File: src/design/saw_pkg.sv
// shared types and constants for the self-avoiding walk site stack
`default_nettype none
package saw_pkg;

  // field widths
  localparam int COORD_W = 12;
  localparam int LEN_W   = 11;
  localparam int DIM_W   = 2;
  localparam int OP_W    = 2;
  localparam int DIR_W   = 3;
  localparam int STAT_W  = 2;
  localparam int CFG_IDX_W = 1;

  // fan-in of one level of the hit reduction tree
  localparam int FAN = 32;

  // opcodes
  localparam logic [OP_W-1:0] OP_EXTEND  = 2'd0;
  localparam logic [OP_W-1:0] OP_RETRACT = 2'd1;
  localparam logic [OP_W-1:0] OP_CLEAR   = 2'd2;

  // step directions
  localparam logic [DIR_W-1:0] DIR_PY = 3'd0;
  localparam logic [DIR_W-1:0] DIR_PX = 3'd1;
  localparam logic [DIR_W-1:0] DIR_NY = 3'd2;
  localparam logic [DIR_W-1:0] DIR_NX = 3'd3;
  localparam logic [DIR_W-1:0] DIR_PZ = 3'd4;
  localparam logic [DIR_W-1:0] DIR_NZ = 3'd5;
  localparam logic [DIR_W-1:0] DIR_LIMIT_2D = 3'd4;
  localparam logic [DIR_W-1:0] DIR_LIMIT_3D = 3'd6;

  // result status codes
  localparam logic [STAT_W-1:0] ST_EXTENDED = 2'd0;
  localparam logic [STAT_W-1:0] ST_REJECTED = 2'd1;
  localparam logic [STAT_W-1:0] ST_RETRACTED = 2'd2;
  localparam logic [STAT_W-1:0] ST_IGNORED  = 2'd3;

  // configuration register indexes
  localparam logic [CFG_IDX_W-1:0] CFG_DIMENSIONS    = 1'd0;
  localparam logic [CFG_IDX_W-1:0] CFG_TARGET_LENGTH = 1'd1;

  localparam logic [DIM_W-1:0] DIM_3D = 2'd3;
  localparam logic [DIM_W-1:0] DIM_RESET = 2'd2;
  localparam logic [LEN_W-1:0] TARGET_RESET = 11'd1024;

  typedef struct packed {
    logic [COORD_W-1:0] x;
    logic [COORD_W-1:0] y;
    logic [COORD_W-1:0] z;
  } site_t;

  // shift control for the cell chain
  typedef struct packed {
    logic push;
    logic pop;
  } stack_ctl_t;

  typedef enum logic [1:0] {
    ACT_NONE,
    ACT_PUSH,
    ACT_POP,
    ACT_CLEAR
  } action_t;

  typedef enum logic [1:0] {
    S_IDLE,
    S_TREE1,
    S_TREE2,
    S_FINISH
  } state_t;

endpackage
`default_nettype wire

File: src/design/saw_cell.sv
// one stack cell: holds a site, shifts with its neighbors, compares against the candidate
`default_nettype none
module saw_cell import saw_pkg::*; #(
  parameter int IDX   = 0,
  parameter int CNT_W = 11
) (
  input  wire logic             clk,
  input  wire stack_ctl_t       ctl,
  input  wire site_t            above,
  input  wire site_t            below,
  input  wire logic [CNT_W-1:0] count,
  input  wire site_t            cand,
  output site_t                 site,
  output logic                  hit
);

  localparam logic [CNT_W-1:0] MY_IDX = CNT_W'(IDX);

  logic active;

  // cell holds a live site when its depth is below the walk length
  assign active = MY_IDX < count;

  // push moves sites deeper, pop moves them back up
  always_ff @(posedge clk) begin
    priority if (ctl.push) begin
      site <= above;
    end else if (ctl.pop) begin
      site <= below;
    end
  end

  // registered match against the broadcast candidate
  always_ff @(posedge clk) begin
    hit <= active && (site == cand);
  end

endmodule
`default_nettype wire

File: config.mk
export PLATFORM = sky130hd
export DESIGN_NAME = saw_cell
export DESIGN_NICKNAME = d
export VERILOG_FILES = /design/src/design/saw_pkg.sv /design/src/design/saw_cell.sv
export SDC_FILE = /design/constraint.sdc
export NUM_CORES = 1
export LEC_CHECK = 0
export BUFFER_PORTS_ARGS = -buffer_cell sky130_fd_sc_hd__buf_2
export CELL_PAD_IN_SITES_DETAIL_PLACEMENT = 0
export CELL_PAD_IN_SITES_GLOBAL_PLACEMENT = 1
export CORE_ASPECT_RATIO = 0.5
export CORE_MARGIN = 4
export CORE_UTILIZATION = 31
export CTS_BUF_LIST = sky130_fd_sc_hd__clkbuf_16
export DETAILED_ROUTE_END_ITERATION = 12
export GPL_ROUTABILITY_DRIVEN = 1
export HOLD_SLACK_MARGIN = 0.05
export PLACE_DENSITY_LB_ADDON = 0.1
export SLEW_MARGIN = 10
export SYNTH_ARGS = -nofsm -noshare
export SYNTH_HDL_FRONTEND = slang
export SYNTH_SLANG_ARGS = --single-unit
File: constraint.sdc
create_clock -name clk -period 3.4 [get_ports clk]
set_input_delay 0.17 -clock clk [delete_from_list [all_inputs] [get_ports clk]]
set_output_delay 0.17 -clock clk [all_outputs]
set_load 0.01 [all_outputs]
==> metrics.md <==
| Metric | Value |
|---|---|
| Status | `finished, final reports clean` |
| Pwr Density | `427 nW/um^2` |
| Largest net degree at the start of global routing | `37` |
| Vias | `1636` |
| Clock slew at reported path FFs | `0.05 ns` |
| Switching part of the total | `24.3%` |
| CTS tree | `built` |
| Grt ovf | `0` |
| Slew Limit Fails | `0` |
| WS Path Type | `reg -> reg` |
| Num Clock Sinks | `37` |
| Max Clk Rate | `737 MHz` |
| First-pass GRT wire length | `7.91 mm` |
| Unique cell type count in the Yosys netlist | `12` |
| Die height | `64.4 microns` |
| DRC | `0` |
| Unrepaired setup endpoints after global routing | `no` |
| Overall Global Routing Usage | `13.1%` |
| Layout Cells excl Fill | `381` |
| Vias/cell | `4.29` |
| Final Util | `49.1%` |
| Initial DRC Count | `30` |
| Critical path required time | `3.59 ns` |
| Routed Antenna Nets | `0` |
| Final wirelength | `5.24 mm` |
| CTS root buffer | `clkbuf_16` |
| Clock latency on the worst-skew pair | `0.27 ns` |
| Final hold vios | `0` |
| Sequential share of the synthesized area | `55.9%` |
| Cells after Synth | `130` |
| HP Class | `in -> reg` |
| Final setup margin | `2.04 ns` |
| Dpl ws | `1.98 ns` |
| Setup-failing EPs final | `0` |
| Synthesized area | `1970 sq um` |
| Final nets | `414` |
| CP cell instances | `xor2_1 > nor4_2 > nand4_1 > nor4_2` |
| Initial antenna violation count | `0` |
| Final critical-path share of the clock period | `39.9%` |
| Post-Place Cells | `373` |
| Per-cell routed wire length | `13.8 microns` |
| Longest Clk Path Bufs | `2` |
| Yosys reg bits | `37` |
| Crit-path leading delay family | `simple AND/OR/NAND/NOR gates` |
| Relative slew margins | `43.6%` |
| Die ar. | `7770 sq um` |
| Post-CTS Setup Bufs | `0` |
| # diodes | `0` |
| Cell-internal power | `968 uW` |
| Mean Syn Cell Area | `15.2 sq um` |
| Clk_skew | `0.00209 ns` |
| Setup TNS | `0 ns` |
| Total power draw | `1.28 mW` |
| Hold Buf Count CTS | `0` |
| Worst-Margin Slew | `0.846 ns` |
| P_sw | `311 uW` |
| Synth top area share | `54.9%` |
| WHS | `0.198 ns` |
| Post-DP HPWL | `4.28 mm` |
| Fraction of layout instances using a drive strength above 1 | `70.0%` |
| Placed Area | `2860 sq um` |
| Max_cap viols | `0` |
| Post-Syn Nets | `252` |
| Comb power frac | `20.4%` |
| Top Ports | `159` |
| Startpoint Class | `flip-flop` |
| Core area | `6110 sq um` |
| Maximum VDD drop | `0.165 mV` |
| Cell Rows | `20` |
| Worst EP arrival | `1.54 ns` |
| Number of buffers added on ports | `158` |
| Top cell type by total area after synthesis | `edfxtp_1` |
| Sequential share of power | `46.1%` |
| Buffers & Inverters on Critical Path | `0` |
| Final min period | `1.36 ns` |
| Top cell by count, worst path | `nor4_2` |
| Crit path largest cell delay | `0.39 ns` |
| Clock share of power | `33.4%` |
| Synth area leaders | `edfxtp_1 (55%), mux2_2 (21%), xor2_1 (12%)` |
| Vias in the first global route | `1683` |
| P_leak | `1.37 nW` |
| Fin area | `3000 sq um` |
| Endpoint type of the worst setup path | `flip-flop` |
| Starting Density | `32.3%` |
| Synthesis-to-finish area growth | `52.0%` |
| Crit-path max FO | `2` |
| CP max-delay cell | `edfxtp_1` |
| Yosys warning total | `0` |
| Total CTS buffers | `5` |
| Post_cts resized | `0` |
| DRT Pass-1 Iters | `4` |
| H-tree levels | `2` |
| RD Place Congestion | `0.712` |
| Die width | `121 microns` |
==> layout by cell type (no fill, tap or decap) <==
cell type  netlist  layout
or2_2            1       1
xor2_1          28      28
nor4_2           4       4
nand3_1          1       1
nor4_1           6       6
edfxtp_1        36      36
clkbuf_16        0       5
buf_4            0       1
inv_1            0       3
mux2_2          36      36
dfxtp_1          1       1
nor3_1           1       1
buf_2            4     158
xnor2_1          8       8
nand4_1          4       4
==> per-layer routing <==
| layer | vias up | routed length, microns | track usage (%) |
|---|---|---|---|
| met3 | 2 | 682 | 7.07 |
| met1 | 739 | 2020 | 14.1 |
| met4 | 0 | 19 | 3.39 |
| li1 | 815 | - | - |
| met2 | 80 | 2510 | 22.8 |
| met5 | - | 0 | 0 |
==> final cells by class <==
type / instances / area, sq um
clock buffers: 5 / 125
clock inverters: 3 / 11.3
fillers: 614 / 3110
multi-input cells: 89 / 850
flip-flops and latches: 37 / 1100
well taps: 88 / 110
repair buffers: 159 / 798
==> cell usage after synthesis <==
master / number
nor4_2: 4
nand4_1: 4
buf_2: 4
nor3_1: 1
edfxtp_1: 36
xnor2_1: 8
nand3_1: 1
dfxtp_1: 1
or2_2: 1
mux2_2: 36
nor4_1: 6
xor2_1: 28
==> cells by family (layout without fill, tap and decap cells) <==
kind of cell | count (synthesis) | after routing | synth area share [%]
flip-flops | 37 | 37 | 55.9
XOR/XNOR | 36 | 36 | 16.0
multiplexers | 36 | 36 | 20.6
AND/OR/NAND/NOR | 17 | 17 | 6.54
buffers and inverters | 4 | 167 | 1.02
==> state kept, by name, indices dropped and copies added (netlist names) <==
signal and cells:
site 36, hit 1
==> power groups by stage <==
stage               Combinational, mW  Sequential, mW  Clock, mW
finish                          0.261           0.590      0.428
global route                    0.289           0.598      0.458
CTS                             0.268           0.591      0.439
detailed placement              0.266           0.601          0
global placement                0.265           0.598          0
floorplan                       0.103           0.624          0
==> path summary, 6_finish.rpt <==
check | startpoint | to | slack, ns | cells past startpoint
worst max-delay path | site[26] | hit | 2.04 | 4
worst min-delay path | below[13] | site[13] | 0.20 | 2
worst max register to register | site[26] | hit | 2.04 | 4
worst min register to register | site[20] | hit | 0.62 | 3
Note: power is estimated with default switching activity, not from simulation.
