==> src/design/saw_pkg.sv <==
// shared types and constants for the self-avoiding walk site stack
`default_nettype none
package saw_pkg;

  // field widths
  localparam int COORD_W = 12;
  localparam int LEN_W   = 11;
  localparam int DIM_W   = 2;
  localparam int OP_W    = 2;
  localparam int DIR_W   = 3;
  localparam int STAT_W  = 2;
  localparam int CFG_IDX_W = 1;

  // fan-in of one level of the hit reduction tree
  localparam int FAN = 32;

  // opcodes
  localparam logic [OP_W-1:0] OP_EXTEND  = 2'd0;
  localparam logic [OP_W-1:0] OP_RETRACT = 2'd1;
  localparam logic [OP_W-1:0] OP_CLEAR   = 2'd2;

  // step directions
  localparam logic [DIR_W-1:0] DIR_PY = 3'd0;
  localparam logic [DIR_W-1:0] DIR_PX = 3'd1;
  localparam logic [DIR_W-1:0] DIR_NY = 3'd2;
  localparam logic [DIR_W-1:0] DIR_NX = 3'd3;
  localparam logic [DIR_W-1:0] DIR_PZ = 3'd4;
  localparam logic [DIR_W-1:0] DIR_NZ = 3'd5;
  localparam logic [DIR_W-1:0] DIR_LIMIT_2D = 3'd4;
  localparam logic [DIR_W-1:0] DIR_LIMIT_3D = 3'd6;

  // result status codes
  localparam logic [STAT_W-1:0] ST_EXTENDED = 2'd0;
  localparam logic [STAT_W-1:0] ST_REJECTED = 2'd1;
  localparam logic [STAT_W-1:0] ST_RETRACTED = 2'd2;
  localparam logic [STAT_W-1:0] ST_IGNORED  = 2'd3;

  // configuration register indexes
  localparam logic [CFG_IDX_W-1:0] CFG_DIMENSIONS    = 1'd0;
  localparam logic [CFG_IDX_W-1:0] CFG_TARGET_LENGTH = 1'd1;

  localparam logic [DIM_W-1:0] DIM_3D = 2'd3;
  localparam logic [DIM_W-1:0] DIM_RESET = 2'd2;
  localparam logic [LEN_W-1:0] TARGET_RESET = 11'd1024;

  typedef struct packed {
    logic [COORD_W-1:0] x;
    logic [COORD_W-1:0] y;
    logic [COORD_W-1:0] z;
  } site_t;

  // shift control for the cell chain
  typedef struct packed {
    logic push;
    logic pop;
  } stack_ctl_t;

  typedef enum logic [1:0] {
    ACT_NONE,
    ACT_PUSH,
    ACT_POP,
    ACT_CLEAR
  } action_t;

  typedef enum logic [1:0] {
    S_IDLE,
    S_TREE1,
    S_TREE2,
    S_FINISH
  } state_t;

endpackage
`default_nettype wire

==> src/design/saw_hit_tree.sv <==
// two registered OR levels that fold the per-cell hits into one flag
`default_nettype none
module saw_hit_tree import saw_pkg::*; #(
  parameter int N = 1024
) (
  input  wire logic         clk,
  input  wire logic [N-1:0] hits,
  output logic              any_hit
);

  localparam int G1_N   = (N + FAN - 1) / FAN;
  localparam int G2_N   = (G1_N + FAN - 1) / FAN;
  localparam int PAD1_W = G1_N * FAN;
  localparam int PAD2_W = G2_N * FAN;

  logic [PAD1_W-1:0] hits_pad;
  logic [G1_N-1:0]   g1;
  logic [PAD2_W-1:0] g1_pad;
  logic [G2_N-1:0]   g2;

  assign hits_pad = PAD1_W'(hits);
  assign g1_pad   = PAD2_W'(g1);

  // first level: one register per group of cells
  always_ff @(posedge clk) begin
    for (int g = 0; g < G1_N; g++) begin
      g1[g] <= |hits_pad[g*FAN +: FAN];
    end
  end

  // second level
  always_ff @(posedge clk) begin
    for (int g = 0; g < G2_N; g++) begin
      g2[g] <= |g1_pad[g*FAN +: FAN];
    end
  end

  assign any_hit = |g2;

endmodule
`default_nettype wire

==> config.mk <==
export PLATFORM = sky130hd
export DESIGN_NAME = saw_hit_tree
export DESIGN_NICKNAME = d
export VERILOG_FILES = /design/src/design/saw_pkg.sv /design/src/design/saw_hit_tree.sv
export SDC_FILE = /design/constraint.sdc
export NUM_CORES = 1
export LEC_CHECK = 0
export ABC_AREA = 1
export BUFFER_PORTS_ARGS = -buffer_cell sky130_fd_sc_hd__clkbuf_2
export CAP_MARGIN = 10
export CELL_PAD_IN_SITES_DETAIL_PLACEMENT = 0
export CELL_PAD_IN_SITES_GLOBAL_PLACEMENT = 2
export CORE_AREA = 4 4 393 395
export CTS_CLUSTER_SIZE = 25
export DETAILED_ROUTE_END_ITERATION = 10
export DIE_AREA = 0 0 397 399
export PLACE_DENSITY_LB_ADDON = 0.2
export REMOVE_ABC_BUFFERS = 1
export SYNTH_ARGS = -nofsm -noshare
export SYNTH_HDL_FRONTEND = slang
export SYNTH_SLANG_ARGS = --single-unit
==> constraint.sdc <==
create_clock -name clk -period 1.1 [get_ports clk]
set_clock_uncertainty 0.05 [all_clocks]
set_input_delay 0.22 -clock clk [delete_from_list [all_inputs] [get_ports clk]]
set_output_delay 0.22 -clock clk [all_outputs]
set_load 0.01 [all_outputs]
==> results by group, run 1 <==
Outcome
  • Status: finished, final reports clean

Timing
  • RSZ-0062 raised after global routing: true
  • Final period util: ~94%
  • Setup violators final: 0
  • Max Clock Freq: around 960 MHz
  • Setup TNS: 0 ps
  • Fin crit period: approximately 1000 ps
  • Max Slew Vio Count: 0
  • Max-slew headroom: 68.0%
  • Final hold violations: 0
  • Slew @ Worst Pin: 478 ps

Synth
  • Sequential area share after synthesis: between 10% and 20%
  • Leading area contributor after synthesis: inv_1
  • Cell area after synthesis: between 6000 and 7000 sq um
  • Synth cell types: 7
  • Combinational family with the most area after synthesis: simple AND/OR/NAND/NOR gates
  • Area contributors post-synth: inv_1 30%, nor2_1 25%, nand2_1 23%
  • Mapped Avg Cell Area: 4.32 sq um
  • Post-synthesis simple-gate area fraction: about three fifths
  • Synthesis-stage register bit count: 33
  • Gate Count Post-Synth: ~1500
  • Xor and xnor area share after synthesis: 0%
  • Compound-Gate Fraction of Synth Area: 0%
  • Share of the synthesized area in the top cell type: 30.2%
  • Yosys warns: 0
  • Post-synthesis adder-cell area fraction: 0%
  • Mux cell area share after synthesis: 0%

Cells and area
  • Fraction of layout cells with a size suffix above 1: ~43%
  • Register area: about 670 sq um
  • Multi-input logic area: roughly 4000 sq um
  • Most frequent cells in the layout: 1024 x clkbuf_2, 525 x inv_1, 424 x nor2_1, 389 x nand2_1, 65 x and2_1
  • Post-layout util: roughly 9.7%
  • Synth-to-Final Area Change: 124%
  • Fillers: about 18000
  • Nets: between 3000 and 4000
  • Most common cell after layout, fill and taps aside: clkbuf_2

GRT
  • GRT Residual Overflow: 0
  • Initial antenna violation count: 8
  • First-pass GRT wire length: 92.6 mm
  • Vias in the first global route: around 12000
  • GR Util All Layers: around 8.6%
  • Largest net degree at the start of global routing: 11

Worst setup path
  • Worst EP arrival: a little under 800 ps
  • Source of the worst register-to-register timing path: g1[15]$_DFF_P_
  • Crit path max-delay family: flip-flops
  • CP Buf/Inv Count: 1
  • CP max stage cell: dfxtp_2
  • Reg2reg end: any_hit$_DFF_P_
  • CP Max Fanout: 1
  • Critical path origin: any_hit$_DFF_P_
  • Crit path capture type: primary output
  • Cell Chain, Critical Path: buf_8
  • Critical path class: reg2out
  • Startpoint types: register
  • R2r setup slk: around 70 ps
  • CP required: 830 ps
  • R2r worst-path depth: 5
  • Critical path endpoint: any_hit
  • Levels on crit path: 1
  • Worst path max stage delay: 320 ps

Floorplan
  • Initial Utilization: between 4 and 5%
  • Die W: 397 microns
  • Die area: around 160000 sq um
  • Ports: just over 1000
  • Die Height: 399 microns
  • Site Rows: approximately 140
  • Core footprint: roughly 150000 sq um

Placed design
  • Final GP Congestion: roughly 0.77
  • DP Wirelength: between 70 and 80 mm
  • Port Buf Inserts: a little over 1000

Detailed routing
  • Post-DR vias/cell: roughly 2.4
  • Routed length per instance: ~16 microns
  • Routed wire length: around 72 mm
  • First DRT Iteration DRCs: 272
  • Routed vias: around 11000
  • DRC violations left: 0
  • Pre-antenna DRT Iters: 4
  • Antenna-violating nets left: 0

Flow run
  • Max cap viols: 0

Clock tree
  • Total CTS buffers: 5
  • H-tree depth: 2
  • Cts hold-fix bufs: 0
  • Later-pin clock latency in the skew report: around 330 ps
  • Clock Sink Count: 33
  • Postcts setup bufs: 0
  • Clk Tree Root Cell: clkbuf_16
  • CTS tree: built
  • Longest Clk Path Bufs: 2
  • Worst-path clk slew: approximately 70 ps

Power
  • Power per cell area: roughly 430 nW/um^2
  • Maximum vdd drop: ~0.52 mV
  • Leakage Power: 9.15 nW

Min path
  • Hold Path Class: in2reg
-- final cells by class --
cell class,count,share of cell area (%)
timing repair buffer,1051,36.5
multi-input combinational,957,27.0
tap,2030,17.3
inverter,528,13.5
sequential,33,4.54
clock buffer,7,0.969
clock inverter,1,0.204
antenna,1,0.0170
-- report_power, final --
| part | internal [mW] | switching (mW) | total, mW |
|---|---|---|---|
| clock | 1.14 | 0.865 | 2.01 |
| sequential | 1.19 | 0.000000000358 | 1.19 |
| combinational | 1.73 | 1.38 | 3.11 |
| total | 4.06 | 2.24 | 6.31 |
-- Yosys cell counts --
cell type / count
inv_1: 528
nor2_1: 429
dfxtp_1: 33
nand2_1: 396
and2_1: 66
nand4_1: 33
nor2_2: 33
-- routing by layer --
layer	track usage, %	up-vias	part of all wire, %
li1	-	6209	-
met1	8.92	4482	35
met2	17.3	459	56
met3	2.41	21	8.2
met4	1.09	2	0.69
met5	0	-	0.011
-- sequential cells by signal, summed over array words and instances (netlist names) --
name / flops
g1: 32
any_hit: 1
-- metrics by stage --
stage	power [mW]	setup WS [ps]	hold WS, ps	std cells	area, sq um
6_report	6.31	63.1	119	4608	14700
5_1_grt	7.08	-10.0	108	4608	14700
4_1_cts	6.74	-18.8	74.4	4608	14700
3_5_place_dp	4.43	-400	460	4601	14500
3_3_place_gp	4.43	-398	464	4601	14500
2_1_floorplan	2.07	306	342	1518	6570
-- cells by family (layout without fill, tap and decap cells) --
kind of cell	count (synthesis)	in the layout
and+or+nand+nor	957	957
other	0	1
DFF	33	33
buffers and inverters	528	1587
-- repair_timing --
item / CTS / global route
resized for setup: 26 / 6
pin swaps: 6 / 3
setup endpoints to repair: 2 / 2
-- worst min path at each step --
stage | cells after the start | slack [ps] | from | to
finish | 5 | 120 | hits[956] | g1[29]$_DFF_P_
global route | 5 | 110 | hits[956] | g1[29]$_DFF_P_
CTS | 5 | 70 | hits[956] | g1[29]$_DFF_P_
detailed placement | 5 | 460 | hits[956] | g1[29]$_DFF_P_
global placement | 5 | 460 | hits[956] | g1[29]$_DFF_P_
floorplan | 4 | 340 | hits[28] | g1[0]$_DFF_P_
Power figures use the tool's default switching activity.
==> run 2, diff against run 1 <==
--- a/config.mk
+++ b/config.mk
@@ -5,15 +5,14 @@
 export SDC_FILE = /design/constraint.sdc
 export NUM_CORES = 1
 export LEC_CHECK = 0
-export ABC_AREA = 1
 export BUFFER_PORTS_ARGS = -buffer_cell sky130_fd_sc_hd__clkbuf_2
 export CAP_MARGIN = 10
 export CELL_PAD_IN_SITES_DETAIL_PLACEMENT = 0
 export CELL_PAD_IN_SITES_GLOBAL_PLACEMENT = 2
-export CORE_AREA = 4 4 393 395
+export CORE_AREA = 8 8 392 394
 export CTS_CLUSTER_SIZE = 25
 export DETAILED_ROUTE_END_ITERATION = 10
-export DIE_AREA = 0 0 397 399
+export DIE_AREA = 0 0 400 402
 export PLACE_DENSITY_LB_ADDON = 0.2
 export REMOVE_ABC_BUFFERS = 1
 export SYNTH_ARGS = -nofsm -noshare
==> run 2 against run 1 <==
  * The run now ends with negative setup slack left
  * Wire length down 8.3%
  * Critical path depth up 2
  * Highest routed layer unchanged
  * Combinational power down 20%
  * Sequential cell count unchanged
==> results by group, run 2 <==
Synth
  • Count leader, synth: nor4_1
  • Share of the synthesized area in the top cell type: 46.1% (+16 points)
  • Area contributors post-synth: nor4_1 46%, dfxtp_1 21%, nand4_1 13%
  • Leading area contributor after synthesis: nor4_1
  • Yosys warns: 0 (unchanged)
  • Post-synth EDFFs: 0 (unchanged)
  • Synth cell types: 5 (-2)
  • Mapped Avg Cell Area: 7.92 sq um (+83%)
  • Synthesis-stage register bit count: 33 (unchanged)
  • Mux cell area share after synthesis: 0% (unchanged)
  • Primary FF master, synth: dfxtp_1
  • Post-synthesis simple-gate area fraction: 78.9% (+19 points)
  • Combinational family with the most area after synthesis: simple AND/OR/NAND/NOR gates
  • Post-synthesis adder-cell area fraction: 0% (unchanged)
  • Cell area after synthesis: 3140 sq um (-52%)
  • Sequential area share after synthesis: 21.1% (+11 points)
  • Gate Count Post-Synth: 396 (-74%)
  • Post-synth ARST share: 0% (unchanged)
  • Synth top cells by count: 231 x nor4_1, 66 x nand4_1, 33 x dfxtp_1, 33 x nor4_2, 33 x or2_1
  • Compound-Gate Fraction of Synth Area: 0% (unchanged)
  • Xor and xnor area share after synthesis: 0% (unchanged)

Placed design
  • Port Buf Inserts: 1025 (unchanged)
  • Setup WS pre-CTS: -1170 ps (-771 ps)
  • Final GP Congestion: 0.968 (+25%)
  • Placed Cells: 3398 (-26%)
  • DP Wirelength: 64.0 mm (-8.8%)

Cells and area
  • Synth-to-Final Area Change: 272%
  • Nets: 2499 (-31%)
  • Fraction of layout cells with a size suffix above 1: 77.7% (+35 points)
  • Most frequent cells in the layout: 1020 x clkbuf_2, 200 x nor4_1, 66 x nand4_1, 46 x nor4_2, 45 x buf_4
  • Max reg flops: 32 (unchanged)
  • Most common cell after layout, fill and taps aside: clkbuf_2
  • Non-filler instance count after layout: 3419 (-26%)
  • Top reg by flops: g1
  • Post-layout util: 7.92% (-1.8 points)

Timing
  • Final period util: 152% (+58 points)
  • Max Clock Freq: 598 MHz (-38%)
  • Max Slew Vio Count: 0 (unchanged)
  • Final hold violations: 0 (unchanged)
  • Slew @ Worst Pin: 486 ps (+7.68 ps)
  • Worst setup margin: -571 ps (-634 ps)
  • Setup violators final: 3 (+3)
  • Max-slew headroom: 67.3% (-0.69 points)
  • Fin crit period: 1670 ps (+634 ps)
  • RSZ-0062 raised after global routing: true
  • Hold Slack: 108 ps (-10.2 ps)

Worst setup path
  • R2r worst-path depth: 3 (-2)
  • Cell Chain, Critical Path: nor4_4 -> nand4_1 -> or2_1
  • Critical path endpoint: any_hit$_DFF_P_
  • Critical path origin: g1[24]$_DFF_P_
  • Crit path max-delay family: simple AND/OR/NAND/NOR gates
  • CP max stage cell: nor4_4
  • Critical path class: reg2reg
  • R2r setup slk: -570 ps (-640 ps)
  • CP required: 1270 ps (+440 ps)
  • Worst EP arrival: 1840 ps (+1070 ps)
  • CP Buf/Inv Count: 0 (-1)
  • Reg2reg end: any_hit$_DFF_P_
  • CP Max Fanout: 1 (unchanged)
  • Crit path capture type: register
  • Startpoint types: register
  • Levels on crit path: 3 (+2)
  • Source of the worst register-to-register timing path: g1[24]$_DFF_P_
  • Worst path max stage delay: 390 ps (+70 ps)

Clock tree
  • Later-pin clock latency in the skew report: 350 ps (+20 ps)
  • Cts hold-fix bufs: 0 (unchanged)
  • Postcts setup bufs: 0 (unchanged)
  • H-tree depth: 2 (unchanged)
  • Worst-path clk slew: 90 ps (+20 ps)
  • Total CTS buffers: 5 (unchanged)
  • Clk Tree Root Cell: clkbuf_16
  • CTS tree: built
  • Clock Sink Count: 33 (unchanged)
  • Longest Clk Path Bufs: 2 (unchanged)

Detailed routing
  • Routed length per instance: 19.4 microns (+24%)
  • Antenna-violating nets left: 0 (unchanged)
  • DRC violations left: 0 (unchanged)
  • Pre-antenna DRT Iters: 4 (unchanged)
  • Routed vias: 8242 (-26%)
  • Post-DR vias/cell: 2.41 (-0.58%)
  • First DRT Iteration DRCs: 282 (+3.7%)
  • Routed wire length: 66.4 mm (-8.3%)

Min path
  • Hold Startpoint: hits[822]
  • Hold Path Class: in2reg

Floorplan
  • Die W: 400 microns (+0.76%)
  • Ports: 1026 (unchanged)
  • Initial Utilization: 2.13% (-2.2 points)
  • Die Height: 402 microns (+0.75%)
  • Die area: 161000 sq um (+1.5%)
  • Core footprint: 147000 sq um (-2.7%)
  • Site Rows: 141 (-1.4%)

GRT
  • GRT Residual Overflow: 0 (unchanged)
  • First-pass GRT wire length: 81.9 mm (-12%)
  • GR Util All Layers: 7.62% (-0.98 points)
  • Vias in the first global route: 9734 (-21%)
  • Initial antenna violation count: 24 (+16)
  • Largest net degree at the start of global routing: 12 (+1)

Power
  • Leakage Power: 5.13 nW (-44%)
  • Maximum vdd drop: 0.536 mV (+2.4%)
  • Power per cell area: 495 nW/um^2 (+16%)

Outcome
  • Status: finished, violations left
  • Failing checks: negative setup slack

Flow run
  • Max cap viols: 0 (unchanged)
[run 2: final cells by class]
type	count	area, sq um
fill	17400	135000
clock inverter	2	37.5
tap	1930	2410
sequential	33	666
multi-input combinational	363	2830
clock buffer	6	139
antenna	14	35.0
timing repair buffer	1071	5540
[run 2: kinds of logic after synthesis]
logic type,count (synthesis)
flops,33
simple gates,363
[run 2: tightest hold or removal path: stages]
cell,delay [ps]
clkbuf_2,80
nor4_2,30
nand4_1,60
or2_1,90
[run 2: metal layers]
layer	vias to the layer above	share of wire (%)	GRT usage [%]
li1	4024	-	-
met1	3644	30	6.57
met2	521	59	16.1
met3	45	9.5	2.77
met4	8	2.0	1.83
met5	-	0.063	0
[run 2: timing repair]
action,CTS,global route
pin swaps,14,5
endpoints found under the setup margin,11,10
cloned,0,0
resized for setup,47,16
[run 2: per-stage QoR]
step                cell area [sq um]  setup TNS, ps  power, mW
global placement                11100         -13020       3.65
detailed placement              11100         -12460       3.63
global route                    11600           -985       6.27
finish                          11700           -728       5.77
floorplan                        3140              0       1.41
CTS                             11500          -1120       6.14
[run 2: how the worst min path moves through the flow]
stage,endpoint,cells past startpoint
final,g1[25]$_DFF_P_,4
after global routing,g1[18]$_DFF_P_,4
after CTS,g1[25]$_DFF_P_,4
after detailed placement,g1[25]$_DFF_P_,4
after global placement,g1[14]$_DFF_P_,4
after floorplan,g1[0]$_DFF_P_,3
[run 2: power by group]
| part | internal [mW] | total, mW | switching (mW) | leakage [nW] |
|---|---|---|---|---|
| clock network | 1.14 | 2.08 | 0.938 | 0.0832 |
| logic | 1.48 | 2.50 | 1.02 | 4.78 |
| registers | 1.19 | 1.19 | 0.000000000748 | 0.267 |
| total | 3.82 | 5.77 | 1.96 | 5.13 |
==> run 3, diff against run 2 <==
--- a/config.mk
+++ b/config.mk
@@ -5,14 +5,15 @@
 export SDC_FILE = /design/constraint.sdc
 export NUM_CORES = 1
 export LEC_CHECK = 0
+export ABC_AREA = 1
 export BUFFER_PORTS_ARGS = -buffer_cell sky130_fd_sc_hd__clkbuf_2
 export CAP_MARGIN = 10
 export CELL_PAD_IN_SITES_DETAIL_PLACEMENT = 0
 export CELL_PAD_IN_SITES_GLOBAL_PLACEMENT = 2
-export CORE_AREA = 8 8 392 394
+export CORE_AREA = 8 8 397 399
 export CTS_CLUSTER_SIZE = 25
 export DETAILED_ROUTE_END_ITERATION = 10
-export DIE_AREA = 0 0 400 402
+export DIE_AREA = 0 0 405 407
 export PLACE_DENSITY_LB_ADDON = 0.2
 export REMOVE_ABC_BUFFERS = 1
 export SYNTH_ARGS = -nofsm -noshare
==> run 3 against run 2 <==
  * The flow now finishes without violations
  * Final area grew 27%
  * Die area grew 2.5%
  * Combinational power grew 25%
  * Critical endpoint is now any_hit
  * Global-route usage increased by 1.1 points
==> results by group, run 3 (same netlist as run 1, synthesis figures left out) <==
Outcome
  • Status: finished, final reports clean

Min path
  • Hold Path Class: in2reg
  • Hold Startpoint: hits[700]

Cells and area
  • Fillers: 18300 (+5.3%)
  • Max reg flops: 32 (unchanged)
  • Most common cell after layout, fill and taps aside: clkbuf_2
  • Final Instance Area: 14800 sq um (+27%)
  • Nets: 3610 (+44%)
  • Most frequent cells in the layout: 1024 x clkbuf_2, 528 x inv_1, 425 x nor2_1, 392 x nand2_1, 65 x and2_1
  • Non-filler instance count after layout: 4628 (+35%)
  • Post-layout util: 9.78% (+1.9 points)
  • Fraction of layout cells with a size suffix above 1: 42.9% (-35 points)
  • Synth-to-Final Area Change: 125%
  • Top reg by flops: g1

Detailed routing
  • DRC violations left: 0 (unchanged)
  • First DRT Iteration DRCs: 291 (+3.2%)
  • Pre-antenna DRT Iters: 4 (unchanged)
  • Routed vias: 11200 (+35%)
  • Routed length per instance: 16.5 microns (-15%)
  • Post-DR vias/cell: 2.41 (about the same)
  • Routed wire length: 76.5 mm (+15%)
  • Antenna-violating nets left: 0 (unchanged)

Timing
  • Slew @ Worst Pin: 338 ps (-148 ps)
  • Final hold violations: 0 (unchanged)
  • Setup TNS: 0 ps (+728 ps)
  • Setup violators final: 0 (-3)
  • Fin crit period: 1090 ps (-577 ps)
  • RSZ-0062 raised after global routing: true
  • Max-slew headroom: 77.4% (+10 points)
  • Hold Slack: 144 ps (+35.5 ps)
  • Max Clock Freq: 914 MHz (+53%)
  • Final period util: 99.5% (-52 points)
  • Worst setup margin: 6.00 ps (+577 ps)
  • Max Slew Vio Count: 0 (unchanged)

Clock tree
  • Clk Tree Root Cell: clkbuf_16
  • CTS tree: built
  • Later-pin clock latency in the skew report: 330 ps (-20 ps)
  • Total CTS buffers: 5 (unchanged)
  • Postcts setup bufs: 0 (unchanged)
  • Longest Clk Path Bufs: 2 (unchanged)
  • H-tree depth: 2 (unchanged)
  • Worst-path clk slew: 70 ps (-20 ps)
  • Clock Sink Count: 33 (unchanged)

Power
  • Power per cell area: 405 nW/um^2 (-18%)
  • Leakage Power: 9.20 nW (+79%)
  • Maximum vdd drop: 0.563 mV (+5.2%)
  • PnR Total Power: 5.99 mW (+3.7%)

Floorplan
  • Core footprint: 151000 sq um (+2.8%)
  • Site Rows: 143 (+1.4%)
  • Die area: 165000 sq um (+2.5%)
  • Die Height: 407 microns (+1.2%)
  • Ports: 1026 (unchanged)
  • Initial Utilization: 4.34% (+2.2 points)
  • Die W: 405 microns (+1.3%)

GRT
  • Vias in the first global route: 12800 (+32%)
  • Initial antenna violation count: 19 (-21%)
  • GR Util All Layers: 8.69% (+1.1 points)
  • GRT Residual Overflow: 0 (unchanged)
  • First-pass GRT wire length: 98.0 mm (+20%)
  • Largest net degree at the start of global routing: 11 (-1)

Worst setup path
  • Source of the worst register-to-register timing path: g1[8]$_DFF_P_
  • Crit path capture type: primary output
  • CP Buf/Inv Count: 1 (+1)
  • Critical path origin: any_hit$_DFF_P_
  • Worst EP arrival: 820 ps (-1020 ps)
  • Worst path max stage delay: 360 ps (-30 ps)
  • Critical path class: reg2out
  • CP max stage cell: dfxtp_4
  • CP Max Fanout: 1 (unchanged)
  • Cell Chain, Critical Path: buf_8
  • Crit path max-delay family: flip-flops
  • CP required: 830 ps (-440 ps)
  • Startpoint types: register

Placed design
  • Port Buf Inserts: 1025 (unchanged)
  • DP Wirelength: 74.4 mm (+16%)
  • Post-DP Area: 14600 sq um (+32%)
  • Setup WS pre-CTS: -298 ps (+872 ps)
  • Final GP Congestion: 0.786 (-19%)
  • Placed Cells: 4609 (+36%)

Flow run
  • Max cap viols: 0 (unchanged)
-- run 3: changes by cell type in the layout (fill, tap and decap cells not counted), sizes merged --
cell and change:
clkinv +2, inv +528, buf -11, nand2 +396, bufinv -1, and2 +66
diode -2, clkinvlp -1, nor4 -264, nand4 -33, nor2 +462, or2 -33
-- run 3: worst min-delay path, stage by stage --
cell and delay, ps:
clkbuf_2 70, nor2_1 30, nand4_1 90, nor2_1 50
nand2_1 40
-- run 3: worst paths after layout --
kind | end | slack, ps | cells past startpoint
min reg2reg | any_hit$_DFF_P_ | 580 | 4
min | g1[21]$_DFF_P_ | 140 | 5
max | any_hit | 6 | 1
max reg2reg | any_hit$_DFF_P_ | 70 | 6
-- run 3: area by class of cell --
| type | count | area, sq um | area share (%) |
|---|---|---|---|
| clock inverter | 2 | 10.0 | 0.0677 |
| clock buffer | 6 | 129 | 0.871 |
| inverter | 528 | 1980 | 13.4 |
| antenna | 12 | 30.0 | 0.203 |
| sequential | 33 | 664 | 4.49 |
| tap | 2030 | 2540 | 17.2 |
| multi-input combinational | 957 | 3960 | 26.8 |
| timing repair buffer | 1060 | 5480 | 37.0 |
-- run 3: routing by layer --
layer	global-route usage, %	wire (microns)	vias to the layer above
met3	2.97	6700	37
met2	17.3	42900	463
met1	8.57	26000	4409
met4	1.94	944	8
met5	0	49	-
li1	-	-	6242
-- run 3: timing repair --
item / in CTS / in global routing
setup endpoints to repair: 2 / 2
hold buffers: 0 / 0
gates resized for setup: 10 / 8
cloned: 0 / 0
pin swaps: 0 / 2
-- run 3: power by group --
group | switching (mW) | internal (mW)
registers | 0.000000000378 | 1.19
clock network | 0.837 | 0.841
logic | 1.37 | 1.74
